===== src/rtl/core/tgarle_pkg.sv =====
// ----------------------------------------------------------------------------
// tgarle_pkg
// Shared types and constants of the Targa run-length pixel decoder.
// ----------------------------------------------------------------------------
package tgarle_pkg;

   localparam int unsigned ADDR_WIDTH = 4;
   localparam int unsigned DATA_WIDTH = 32;

   localparam logic [1:0] REG_DEPTH_MODE   = 2'd0;
   localparam logic [1:0] REG_IMAGE_WIDTH  = 2'd1;
   localparam logic [1:0] REG_IMAGE_HEIGHT = 2'd2;

   localparam int unsigned HDR_REPEAT_BIT = 7;

   typedef enum logic [1:0] {
      DEPTH_8  = 2'd0,
      DEPTH_16 = 2'd1,
      DEPTH_24 = 2'd2,
      DEPTH_32 = 2'd3
   } depth_type;

   typedef enum logic {
      ST_HEADER,
      ST_PIXEL
   } state_type;

   typedef struct packed {
      depth_type   depth_mode;
      logic [31:0] pixel_total;
   } cfg_type;

   typedef struct packed {
      logic [7:0] comp0;
      logic [7:0] comp1;
      logic [7:0] comp2;
      logic [7:0] comp3;
      logic [7:0] repeat_count;
      logic       image_done;
      logic       run_clamped;
   } pixel_type;

endpackage


===== src/rtl/core/tgarle_csr.sv =====
// ----------------------------------------------------------------------------
// tgarle_csr
// APB register file: pixel depth, image size and the registered pixel total.
// ----------------------------------------------------------------------------
module tgarle_csr (
   input  logic                                clock,
   input  logic                                reset,
   input  logic                                psel,
   input  logic                                penable,
   input  logic                                pwrite,
   input  logic [tgarle_pkg::ADDR_WIDTH-1:0]   paddr,
   input  logic [tgarle_pkg::DATA_WIDTH-1:0]   pwdata,
   output logic [tgarle_pkg::DATA_WIDTH-1:0]   prdata,
   output logic                                pready,
   output tgarle_pkg::cfg_type                 cfg
);

   tgarle_pkg::depth_type depth_ff, depth_in;
   logic [15:0]           width_ff, width_in;
   logic [15:0]           height_ff, height_in;
   logic [31:0]           total_ff, total_in;
   logic                  wr_en;
   logic [1:0]            reg_idx;
   logic [15:0]           mul_a;
   logic [15:0]           mul_b;

   assign pready  = 1'b1;
   assign wr_en   = psel && penable && pwrite;
   assign reg_idx = paddr[3:2];

   always_comb begin
      depth_in  = depth_ff;
      width_in  = width_ff;
      height_in = height_ff;
      if (wr_en) begin
         unique case (reg_idx)
            tgarle_pkg::REG_DEPTH_MODE:   depth_in  = tgarle_pkg::depth_type'(pwdata[1:0]);
            tgarle_pkg::REG_IMAGE_WIDTH:  width_in  = pwdata[15:0];
            tgarle_pkg::REG_IMAGE_HEIGHT: height_in = pwdata[15:0];
            default: ;
         endcase
      end
      // total follows the written value in the same edge
      mul_a    = width_in;
      mul_b    = height_in;
      total_in = 32'(mul_a) * 32'(mul_b);
   end

   always_ff @(posedge clock) begin
      if (reset) begin
         depth_ff  <= tgarle_pkg::DEPTH_24;
         width_ff  <= 16'd1;
         height_ff <= 16'd1;
         total_ff  <= 32'd1;
      end else begin
         depth_ff  <= depth_in;
         width_ff  <= width_in;
         height_ff <= height_in;
         total_ff  <= total_in;
      end
   end

   always_comb begin
      unique case (reg_idx)
         tgarle_pkg::REG_DEPTH_MODE:   prdata = {30'd0, depth_ff};
         tgarle_pkg::REG_IMAGE_WIDTH:  prdata = {16'd0, width_ff};
         tgarle_pkg::REG_IMAGE_HEIGHT: prdata = {16'd0, height_ff};
         default:                      prdata = '0;
      endcase
   end

   assign cfg.depth_mode  = depth_ff;
   assign cfg.pixel_total = total_ff;

endmodule


===== src/rtl/core/tgarle_parser.sv =====
// ----------------------------------------------------------------------------
// tgarle_parser
// Packet state, pixel assembly, run clamping and the result register.
// ----------------------------------------------------------------------------
module tgarle_parser (
   input  logic                   clock,
   input  logic                   reset,
   input  tgarle_pkg::cfg_type    cfg,
   input  logic                   in_valid,
   input  logic [7:0]             in_byte,
   output logic                   in_take,
   output logic                   rsp_valid,
   input  logic                   rsp_ready,
   output tgarle_pkg::pixel_type  rsp
);

   tgarle_pkg::state_type state_ff, state_in;
   logic                  repeats_ff, repeats_in;
   logic [7:0]            left_ff, left_in;
   logic [1:0]            bip_ff, bip_in;
   logic [31:0]           asm_ff, asm_in;
   logic [31:0]           written_ff, written_in;
   logic                  cut_ff, cut_in;
   logic                  rsp_valid_ff, rsp_valid_in;
   tgarle_pkg::pixel_type rsp_ff, rsp_in;

   logic [7:0]  hdr_run;
   logic [31:0] remain_raw;
   logic [31:0] remain;
   logic        hdr_cut;
   logic [7:0]  hdr_len;
   logic [31:0] asm_new;
   logic        pix_done;
   logic [7:0]  left_dec;
   logic        raw_last;
   logic [7:0]  emit_count;
   logic        emit_cut;
   logic [31:0] written_sum;
   logic        img_done;
   logic        pkt_end;
   logic        emit;

   function automatic logic [31:0] format_pixel(tgarle_pkg::depth_type depth,
                                                logic [31:0] p);
      logic [31:0] r;
      unique case (depth)
         tgarle_pkg::DEPTH_8:  r = {24'd0, p[7:0]};
         tgarle_pkg::DEPTH_16: r = {8'd0, p[14:10], 3'd0, p[9:5], 3'd0, p[4:0], 3'd0};
         tgarle_pkg::DEPTH_24: r = {8'd0, p[23:0]};
         tgarle_pkg::DEPTH_32: r = p;
         default:              r = p;
      endcase
      return r;
   endfunction

   assign in_take = in_valid && (!rsp_valid_ff || rsp_ready);

   always_comb begin
      hdr_run    = {1'b0, in_byte[6:0]} + 8'd1;
      remain_raw = (cfg.pixel_total > written_ff) ? cfg.pixel_total - written_ff : 32'd0;
      remain     = (remain_raw == 32'd0) ? 32'd1 : remain_raw;
      hdr_cut    = {24'd0, hdr_run} > remain;
      hdr_len    = hdr_cut ? remain[7:0] : hdr_run;

      asm_new  = ((bip_ff == 2'd0) ? 32'd0 : asm_ff) | ({24'd0, in_byte} << {bip_ff, 3'b000});
      pix_done = bip_ff >= cfg.depth_mode;

      left_dec = (left_ff != 8'd0) ? left_ff - 8'd1 : 8'd0;
      raw_last = left_dec == 8'd0;

      emit_count  = repeats_ff ? ((left_ff == 8'd0) ? 8'd1 : left_ff) : 8'd1;
      emit_cut    = repeats_ff ? cut_ff : (raw_last && cut_ff);
      written_sum = written_ff + {24'd0, emit_count};
      img_done    = written_sum >= cfg.pixel_total;
      pkt_end     = repeats_ff || raw_last || img_done;
      emit        = in_take && (state_ff == tgarle_pkg::ST_PIXEL) && pix_done;
   end

   // next state
   always_comb begin
      state_in = state_ff;
      if (in_take) begin
         unique case (state_ff)
            tgarle_pkg::ST_HEADER: state_in = tgarle_pkg::ST_PIXEL;
            tgarle_pkg::ST_PIXEL: begin
               if (pix_done && pkt_end) begin
                  state_in = tgarle_pkg::ST_HEADER;
               end
            end
            default: state_in = tgarle_pkg::ST_HEADER;
         endcase
      end
   end

   // datapath and result
   always_comb begin
      repeats_in = repeats_ff;
      left_in    = left_ff;
      bip_in     = bip_ff;
      asm_in     = asm_ff;
      written_in = written_ff;
      cut_in     = cut_ff;
      if (in_take) begin
         unique case (state_ff)
            tgarle_pkg::ST_HEADER: begin
               repeats_in = in_byte[tgarle_pkg::HDR_REPEAT_BIT];
               left_in    = hdr_len;
               bip_in     = 2'd0;
               cut_in     = hdr_cut;
            end
            tgarle_pkg::ST_PIXEL: begin
               asm_in = asm_new;
               if (!pix_done) begin
                  bip_in = bip_ff + 2'd1;
               end else begin
                  bip_in     = 2'd0;
                  written_in = img_done ? 32'd0 : written_sum;
                  left_in    = (img_done || repeats_ff) ? 8'd0 : left_dec;
                  cut_in     = pkt_end ? 1'b0 : cut_ff;
               end
            end
            default: ;
         endcase
      end

      {rsp_in.comp3, rsp_in.comp2, rsp_in.comp1, rsp_in.comp0} =
         format_pixel(cfg.depth_mode, asm_new);
      rsp_in.repeat_count = emit_count;
      rsp_in.image_done   = img_done;
      rsp_in.run_clamped  = emit_cut;

      if (emit) begin
         rsp_valid_in = 1'b1;
      end else if (rsp_ready) begin
         rsp_valid_in = 1'b0;
      end else begin
         rsp_valid_in = rsp_valid_ff;
      end
   end

   always_ff @(posedge clock) begin
      if (reset) begin
         state_ff     <= tgarle_pkg::ST_HEADER;
         repeats_ff   <= 1'b0;
         left_ff      <= 8'd0;
         bip_ff       <= 2'd0;
         written_ff   <= 32'd0;
         cut_ff       <= 1'b0;
         rsp_valid_ff <= 1'b0;
      end else begin
         state_ff     <= state_in;
         repeats_ff   <= repeats_in;
         left_ff      <= left_in;
         bip_ff       <= bip_in;
         written_ff   <= written_in;
         cut_ff       <= cut_in;
         rsp_valid_ff <= rsp_valid_in;
      end
   end

   always_ff @(posedge clock) begin
      asm_ff <= asm_in;
      if (emit) begin
         rsp_ff <= rsp_in;
      end
   end

   assign rsp_valid = rsp_valid_ff;
   assign rsp       = rsp_ff;

endmodule


===== src/rtl/core/tga_rle_pixel_decoder.sv =====
// ----------------------------------------------------------------------------
// tga_rle_pixel_decoder
// Targa run-length pixel stream decoder, one coded byte per beat.
// ----------------------------------------------------------------------------
// Takes one stream byte per clock, sustained, as long as result beats are
// taken when offered: an input register and a result register bound the
// packet logic, which finishes every byte in one cycle. A result beat left
// waiting by rsp_ready low holds the input register, and req_ready drops once
// that register holds a byte. The last byte of a pixel passes the input register
// and then the result register before its beat is valid. Header bytes and
// partial pixel bytes give no result. Repeat packets give one beat with the run
// as repeat_count; raw packets give one beat per pixel. Runs are clamped at
// width*height, and the decoder restarts at a header after the last pixel.
// Register writes take effect on the next edge and do not reset the decoding.
module tga_rle_pixel_decoder (
   input  logic                                clock,
   input  logic                                reset,
   input  logic                                req_valid,
   output logic                                req_ready,
   input  logic [7:0]                          req_data_byte,
   output logic                                rsp_valid,
   input  logic                                rsp_ready,
   output logic [7:0]                          rsp_comp0,
   output logic [7:0]                          rsp_comp1,
   output logic [7:0]                          rsp_comp2,
   output logic [7:0]                          rsp_comp3,
   output logic [7:0]                          rsp_repeat_count,
   output logic                                rsp_image_done,
   output logic                                rsp_run_clamped,
   input  logic                                psel,
   input  logic                                penable,
   input  logic                                pwrite,
   input  logic [tgarle_pkg::ADDR_WIDTH-1:0]   paddr,
   input  logic [tgarle_pkg::DATA_WIDTH-1:0]   pwdata,
   output logic [tgarle_pkg::DATA_WIDTH-1:0]   prdata,
   output logic                                pready
);

   tgarle_pkg::cfg_type   cfg;
   tgarle_pkg::pixel_type rsp;
   logic                  in_valid_ff, in_valid_in;
   logic [7:0]            in_byte_ff;
   logic                  in_take;
   logic                  req_beat;

   tgarle_csr u_csr (
      .clock   (clock),
      .reset   (reset),
      .psel    (psel),
      .penable (penable),
      .pwrite  (pwrite),
      .paddr   (paddr),
      .pwdata  (pwdata),
      .prdata  (prdata),
      .pready  (pready),
      .cfg     (cfg)
   );

   assign req_ready = !in_valid_ff || in_take;
   assign req_beat  = req_valid && req_ready;

   always_comb begin
      if (req_beat) begin
         in_valid_in = 1'b1;
      end else if (in_take) begin
         in_valid_in = 1'b0;
      end else begin
         in_valid_in = in_valid_ff;
      end
   end

   always_ff @(posedge clock) begin
      if (reset) begin
         in_valid_ff <= 1'b0;
      end else begin
         in_valid_ff <= in_valid_in;
      end
   end

   always_ff @(posedge clock) begin
      if (req_beat) begin
         in_byte_ff <= req_data_byte;
      end
   end

   tgarle_parser u_parser (
      .clock     (clock),
      .reset     (reset),
      .cfg       (cfg),
      .in_valid  (in_valid_ff),
      .in_byte   (in_byte_ff),
      .in_take   (in_take),
      .rsp_valid (rsp_valid),
      .rsp_ready (rsp_ready),
      .rsp       (rsp)
   );

   assign rsp_comp0        = rsp.comp0;
   assign rsp_comp1        = rsp.comp1;
   assign rsp_comp2        = rsp.comp2;
   assign rsp_comp3        = rsp.comp3;
   assign rsp_repeat_count = rsp.repeat_count;
   assign rsp_image_done   = rsp.image_done;
   assign rsp_run_clamped  = rsp.run_clamped;

`ifndef NO_ASSERTIONS
   a_count_range: assert property (@(posedge clock) disable iff (reset)
      rsp_valid |-> (rsp_repeat_count != 8'd0) && (rsp_repeat_count <= 8'd128))
      else $error("repeat count out of range");

   a_stall_cause: assert property (@(posedge clock) disable iff (reset)
      !req_ready |-> in_valid_ff && rsp_valid && !rsp_ready)
      else $error("input stalled without a blocked result");

   a_take_frees: assert property (@(posedge clock) disable iff (reset)
      in_take && !req_valid |=> !in_valid_ff)
      else $error("input register not released");
`endif

endmodule


===== config.mk =====
export PLATFORM = sky130hd
export DESIGN_NAME = tga_rle_pixel_decoder
export DESIGN_NICKNAME = d
export VERILOG_FILES = /design/src/rtl/core/tgarle_pkg.sv /design/src/rtl/core/tgarle_csr.sv /design/src/rtl/core/tgarle_parser.sv /design/src/rtl/core/tga_rle_pixel_decoder.sv
export SDC_FILE = /design/constraint.sdc
export NUM_CORES = 1
export LEC_CHECK = 0
export ABC_AREA = 1
export BUFFER_PORTS_ARGS = -buffer_cell sky130_fd_sc_hd__buf_4
export CORE_MARGIN = 4
export CORE_UTILIZATION = 34
export CTS_BUF_LIST = sky130_fd_sc_hd__clkbuf_2 sky130_fd_sc_hd__clkbuf_4 sky130_fd_sc_hd__clkbuf_8
export DETAILED_ROUTE_END_ITERATION = 10
export GPL_ROUTABILITY_DRIVEN = 0
export PLACE_DENSITY = 0.54
export RECOVER_POWER = 100
export SLEW_MARGIN = 25
export SYNTH_ARGS = -nofsm -noshare
export SYNTH_HDL_FRONTEND = slang
export SYNTH_SLANG_ARGS = --single-unit
export TNS_END_PERCENT = 1

===== constraint.sdc =====
create_clock -name clock -period 12.07 [get_ports clock]
set_input_delay 1.207 -clock clock [delete_from_list [all_inputs] [get_ports clock]]
set_output_delay 1.207 -clock clock [all_outputs]
set_load 0.005 [all_outputs]

Word-level counts from Yosys, hierarchy flattened
Cells that the tools add are included.

Register bits after elaboration: 195.

Mux-type cells: 29. Add/subtract/negate cells: 5. Shifts and indexed selects: 1. Bitwise gates (word level): 2. Equality and inequality tests: 7. Multipliers: 1. Reductions and logical operators: 30. Magnitude comparators: 4.

Operators by type and width (number): $mux 32 (4); $pmux 32 s4 (1); $mux 16 (4); $mux 8 (6); $pmux 16 s3 (1); $add 32x8->32 (1); $ge 32x32->1 (1); $gt 32x32->1 (1); $gt 8x32->1 (1); $logic_not 32->1 (1); $mul 16x16->32 (1); $or 32x32->32 (1); $shl 8x5->32 (1); $sub 32x32->32 (1); $logic_not 8->1 (2); $pmux 8 s2 (1); $add 7x1->8 const B (1); $logic_and 1x1->1 (8); $mux 1 (8); $reduce_and 2->1 (4); $reduce_bool 8->1 (1); $sub 8x1->8 const B (1); $eq 2x2->1 const B (3); $logic_not 2->1 (3); other kinds (12) (22).

Logic depth before layout (Yosys ltp)
Word-level depth: 9. Gate-level depth with buffers: 35.

Modules after synthesis
A second synthesis with hierarchy kept.

Cells, all modules: 3068. Area total of the unflattened synthesis: 21798.4 µm².

Modules (own cells, without submodules): tgarle_csr (instances 1, cells an instance 1562, seq. area each 1321.3 µm², area each 11497.3 µm²); tgarle_parser (instances 1, cells an instance 1492, seq. area each 3143.0 µm², area each 10013.4 µm²); tga_rle_pixel_decoder (instances 1, cells an instance 14, seq. area each 260.2 µm², area each 287.8 µm²).

Worst setup path after synthesis
Ideal clock, no wire load.

Kind: input to register. Start point: input port paddr[3] (netlist name). End point: register u_csr.total_ff[28]. Stages on the path: 30. Data required time: 12.000 ns. Setup time: 0.070 ns. Data arrival time: 7.350 ns. Setup slack: 4.650 ns. Cell sequence: buf_2 -> nand2_1 -> nor2_1 -> clkbuf_1 -> nand2_1 -> o21ai_1 -> clkbuf_1 -> nor2_1 -> fa_1 -> inv_1 -> fa_1 -> fa_1 -> fa_1 -> inv_1 -> fa_1 -> inv_1 -> fa_1 -> inv_1 -> ha_1 -> a21oi_1 -> nor2_1 -> a211oi_1 -> o21ai_0 -> a21oi_1 -> nor2_1 -> nand2_1 -> o211ai_1 -> a21oi_1 -> o21ai_0 -> a21oi_1.

Cells in the longest elaborated chain, start to end: 4. Elaborated cells between the ends (all ways): 7. Classes of those cells: 1 x mul; 2 x eq/ne; 4 x mux.

RTL lines: from (decl) (RTL line tga_rle_pixel_decoder.sv:33) `input logic [tgarle_pkg::ADDR_WIDTH-1:0] paddr,`; $eq 2x1->1 / $eq 2x2->1 (equally long branches) (RTL line tgarle_csr.sv:36) `unique case (reg_idx)`; $mux 16 (RTL line tgarle_csr.sv:36); $mux 16 (RTL line tgarle_csr.sv:35) `if (wr_en) begin`; $mul 16x16->32 (*) (RTL line tgarle_csr.sv:46) `total_in = 32'(mul_a) * 32'(mul_b);`; to (signal assigned) (RTL line tgarle_csr.sv:59) `total_ff <= total_in;`; to (decl) (RTL line tgarle_csr.sv:21) `logic [31:0] total_ff, total_in;`.

Every way passes the cells marked *; elsewhere a longest branch is shown, timed or not. A chain may end at the register's enable or synchronous reset.

Final worst setup path
Start point: input port paddr[2] (netlist name). End point: register u_csr.total_ff[24].

Same word-level chain as after synthesis.

==> flow_summary.ini <==
[worst_setup_path]
regToRegSetupSlack_ns = 4.85
setup.worst_path.start_class = input pin
setup.worst_path.end_class = flip-flop
worstSetupPathType = in2reg
reg2regPathDepth = 34
worst-endpoint-arrival_ns = 10.21
crit_path_max_fanout = 32
r2r_end = u_parser.written_ff[29]
setup.worst_path.end = u_csr.total_ff[24]
worst_path_largest_cell_delay_ns = 1.53
critical_path.n_buffers_inverters = 5
worst_setup_path_startpoint = paddr[2]
cp_data_required_time_ns = 12.55
critical-path-slowest-cell = sky130_fd_sc_hd__nor2_1
largest_delay_share_family_worst_path = adder cells
worstReg2RegStart = u_parser.left_ff[1]
timing.critical_path.depth = 25

[placed_design]
port_buffers = 92
placement.setup.worst_slack_ns = 3.00
detailedPlacementHpwl_um = 45000

[logic_synthesis]
synthArstFlopShare_pct = 0
mappedNetlistArea_mm2 = 0.0209
ys_seq_area_share_pct = 22.7
yosys.area_share.xor_xnor_pct = 2.14
synthesis.instances = 2808
yosys-mux-area-fraction_pct = 0
count_of_flip_flops_with_a_built_in_enable_after_synthesis = 82
post_synth_and_or_nand_nor_area_fraction_pct = 22.0
ys_ff_latch = 195
synth_top_family_by_area = adder cells
synth_fa_ha_area_share_pct = 30.2
ys_dominant_reg_cell = sky130_fd_sc_hd__dfxtp_1
synth_compound_area_share_pct = 9.70
syn_area_per_cell_um2 = 7.43
ys_warnings = 0
synthDistinctLibCells = 51

[clock_network]
cts_post_setup_buffers_inserted = 0
cts_buffers = 17
max-clock-path-buffers = 2
root_buffer = sky130_fd_sc_hd__clkbuf_8
hold_buffer_count_at_cts = 0
tritoncts = done
cts_htree_levels = 4
clk_latency_ns = 0.56
clk_pin_slew_ns = 0.10
cts_repair_resize_count = 0
cts.sink_count = 195

[cells_and_area]
area_taken_by_multi_input_logic_gates_mm2 = 0.0134
most_common_cell_after_layout_fill_and_taps_aside = sky130_fd_sc_hd__nand2_1
mostFrequentLayoutCells = sky130_fd_sc_hd__nand2_1 (636), sky130_fd_sc_hd__inv_1 (599), sky130_fd_sc_hd__nor2_1 (288)
area_growth_syn_to_layout_pct = 9.08
num-nets-final = 3310
area.sequential_mm2 = 0.00472
layout_cells_sized_above_1_pct = 7.48
nFillCells = 6407

[detailed_routing]
wire_per_inst_um = 15.1
detail_route.drc_violations = 0
vias = 17700
drt_first_pass_iters = 6
first_iter_violations = 1133
final_antenna_net_count = 0
routed_wirelength_um = 55600
viasPerCell = 4.83

[sta]
report.final.setup_viol = 0
fin_setup_tns_ns = 0
final_max_slew_viol_count = 229
fin_crit_ns = 9.73
timing.slew.headroom_pct = -64.2
period_share_pct = 80.6
timing_worst_slew_pin_value_ns = 2.46
timing_hold_violations_final = 0
grt_setup_unrepaired = false
finClkSkew_ns = 0.0188
fmaxAchievable_mhz = 103
worst_slack_ns = 2.34

[global_routing]
first_pass_grt_wire_length_um = 91300
grt_pass1_vias = 17700
grt_util_all_layers_pct = 17.2
antenna_violations_before_repair = 1
pin_count_of_the_biggest_net_entering_global_routing = 44
grt_overflow_total = 0

[floorplan]
design.die.area_mm2 = 0.0654
std_cell_rows = 90
chipHeight_um = 256
initial_standard_cell_utilization_of_the_core_pct = 34.4
dieWidth_um = 256
ioPinCount = 128
core_area_mm2 = 0.0606

[power_and_ir_drop]
ir_drop_v = 0.0000777
power_density_mw_per_mm2 = 76.5
design_power_total_mw = 1.74
power.leakage_nw = 11.4

[outcome]
run_status = finished, violations left
violated_checks = capacitance limit, slew limit

[min_path]
hp-class = reg2reg
hold_critical_path_depth = 2

[run]
maxCapViolations = 6
[worst reg2reg max path, delay by kind of cell, from the launching register on]
kind | cells | cell delay (ns)
DFF | 1 | 0.35
xor gates and xnor gates | 1 | 0.18
and+or+nand+nor | 21 | 3.06
adders and majority gates | 4 | 1.13
buffers and inverters | 4 | 1.46
AOI/OAI and AO/OA | 4 | 0.97
[worst min-delay path by stage]
| stage | start | endpoint |
|---|---|---|
| after floorplan | u_parser.cut_ff | u_parser.cut_ff |
| after global placement | u_parser.written_ff[31] | u_parser.written_ff[31] |
| after detailed placement | u_parser.cut_ff | u_parser.cut_ff |
| after CTS | u_parser.cut_ff | u_parser.cut_ff |
| after global routing | u_parser.written_ff[31] | u_parser.written_ff[31] |
| final | u_parser.cut_ff | u_parser.cut_ff |
[power by group]
part	switching (mW)	internal, mW	leakage [nW]	total (mW)
registers	0.0178	0.701	1.71	0.719
clock network	0.277	0.176	0.210	0.453
logic	0.382	0.187	9.46	0.569
total	0.677	1.06	11.4	1.74
[cells in the mapped netlist, types with 6 or more instances]
cell type	instances	area (um^2)
sky130_fd_sc_hd__dfxtp_1	113	2260
sky130_fd_sc_hd__nand2_2	12	75.1
sky130_fd_sc_hd__xnor2_1	14	123
sky130_fd_sc_hd__o21a_1	20	150
sky130_fd_sc_hd__o21ai_1	19	95.1
sky130_fd_sc_hd__o22ai_1	14	87.6
sky130_fd_sc_hd__fa_1	196	3920
sky130_fd_sc_hd__nand4_1	20	125
sky130_fd_sc_hd__xor2_1	37	324
sky130_fd_sc_hd__inv_1	599	2250
sky130_fd_sc_hd__clkbuf_1	54	203
sky130_fd_sc_hd__nand3_1	98	490
sky130_fd_sc_hd__a22oi_1	29	218
sky130_fd_sc_hd__nand3b_1	6	45.0
sky130_fd_sc_hd__a21oi_2	10	87.6
sky130_fd_sc_hd__nor3_2	8	80.1
sky130_fd_sc_hd__nor2_1	289	1080
sky130_fd_sc_hd__o211ai_1	9	67.6
sky130_fd_sc_hd__inv_2	19	71.3
sky130_fd_sc_hd__o21ai_0	94	470
sky130_fd_sc_hd__clkinv_1	10	37.5
sky130_fd_sc_hd__buf_4	17	128
sky130_fd_sc_hd__buf_2	12	60.1
sky130_fd_sc_hd__edfxtp_1	82	2460
sky130_fd_sc_hd__ha_1	189	2360
sky130_fd_sc_hd__nor3_1	18	90.1
sky130_fd_sc_hd__nor2_2	12	75.1
sky130_fd_sc_hd__o21ai_2	6	52.6
sky130_fd_sc_hd__nand2_1	636	2390
sky130_fd_sc_hd__a21oi_1	119	596
sky130_fd_sc_hd__a31oi_1	7	43.8
[flip-flops by register name, summed over array words and instances, names as in the netlist, 8 cells and up]
| signal | cells |
|---|---|
| u_parser.rsp | 42 |
| u_csr.total_ff | 32 |
| u_parser.asm_ff | 32 |
| u_parser.written_ff | 32 |
| u_csr.height_ff | 16 |
| u_csr.width_ff | 16 |
| in_byte_ff | 8 |
| u_parser.left_ff | 8 |
[area by class of cell]
| class | count | area share [%] |
|---|---|---|
| Clock buffer | 17 | 1.03 |
| Clock inverter | 15 | 0.847 |
| Antenna cell | 1 | 0.0110 |
| Sequential cell | 195 | 20.8 |
| Multi-Input combinational cell | 1914 | 59.0 |
| Timing Repair Buffer | 118 | 3.70 |
| Inverter | 628 | 10.4 |
| Tap cell | 782 | 4.30 |
[logic make-up after synthesis]
kind of cell	Yosys count
xor gates and xnor gates	51
buffers and inverters	714
adders and majority gates	385
DFF	195
AOI/OAI and AO/OA	344
and+or+nand+nor	1117
other	2
[per-stage QoR]
stage	hold WS, ns	util (%)	cells	area (um^2)
floorplan	0.439	-	2823	20900
global placement	0.454	36.9	3637	22400
detailed placement	0.455	36.9	3637	22400
CTS	0.471	37.6	3669	22800
global route	0.506	37.5	3670	22700
finish	0.472	37.5	3670	22700
[metal layers]
metal	wire length [um]	global-route usage [%]
met5	0	0
met1	24900	22.3
met2	26100	28.8
met3	2860	2.79
met4	1660	6.37
(Power assumes the default switching activity.)
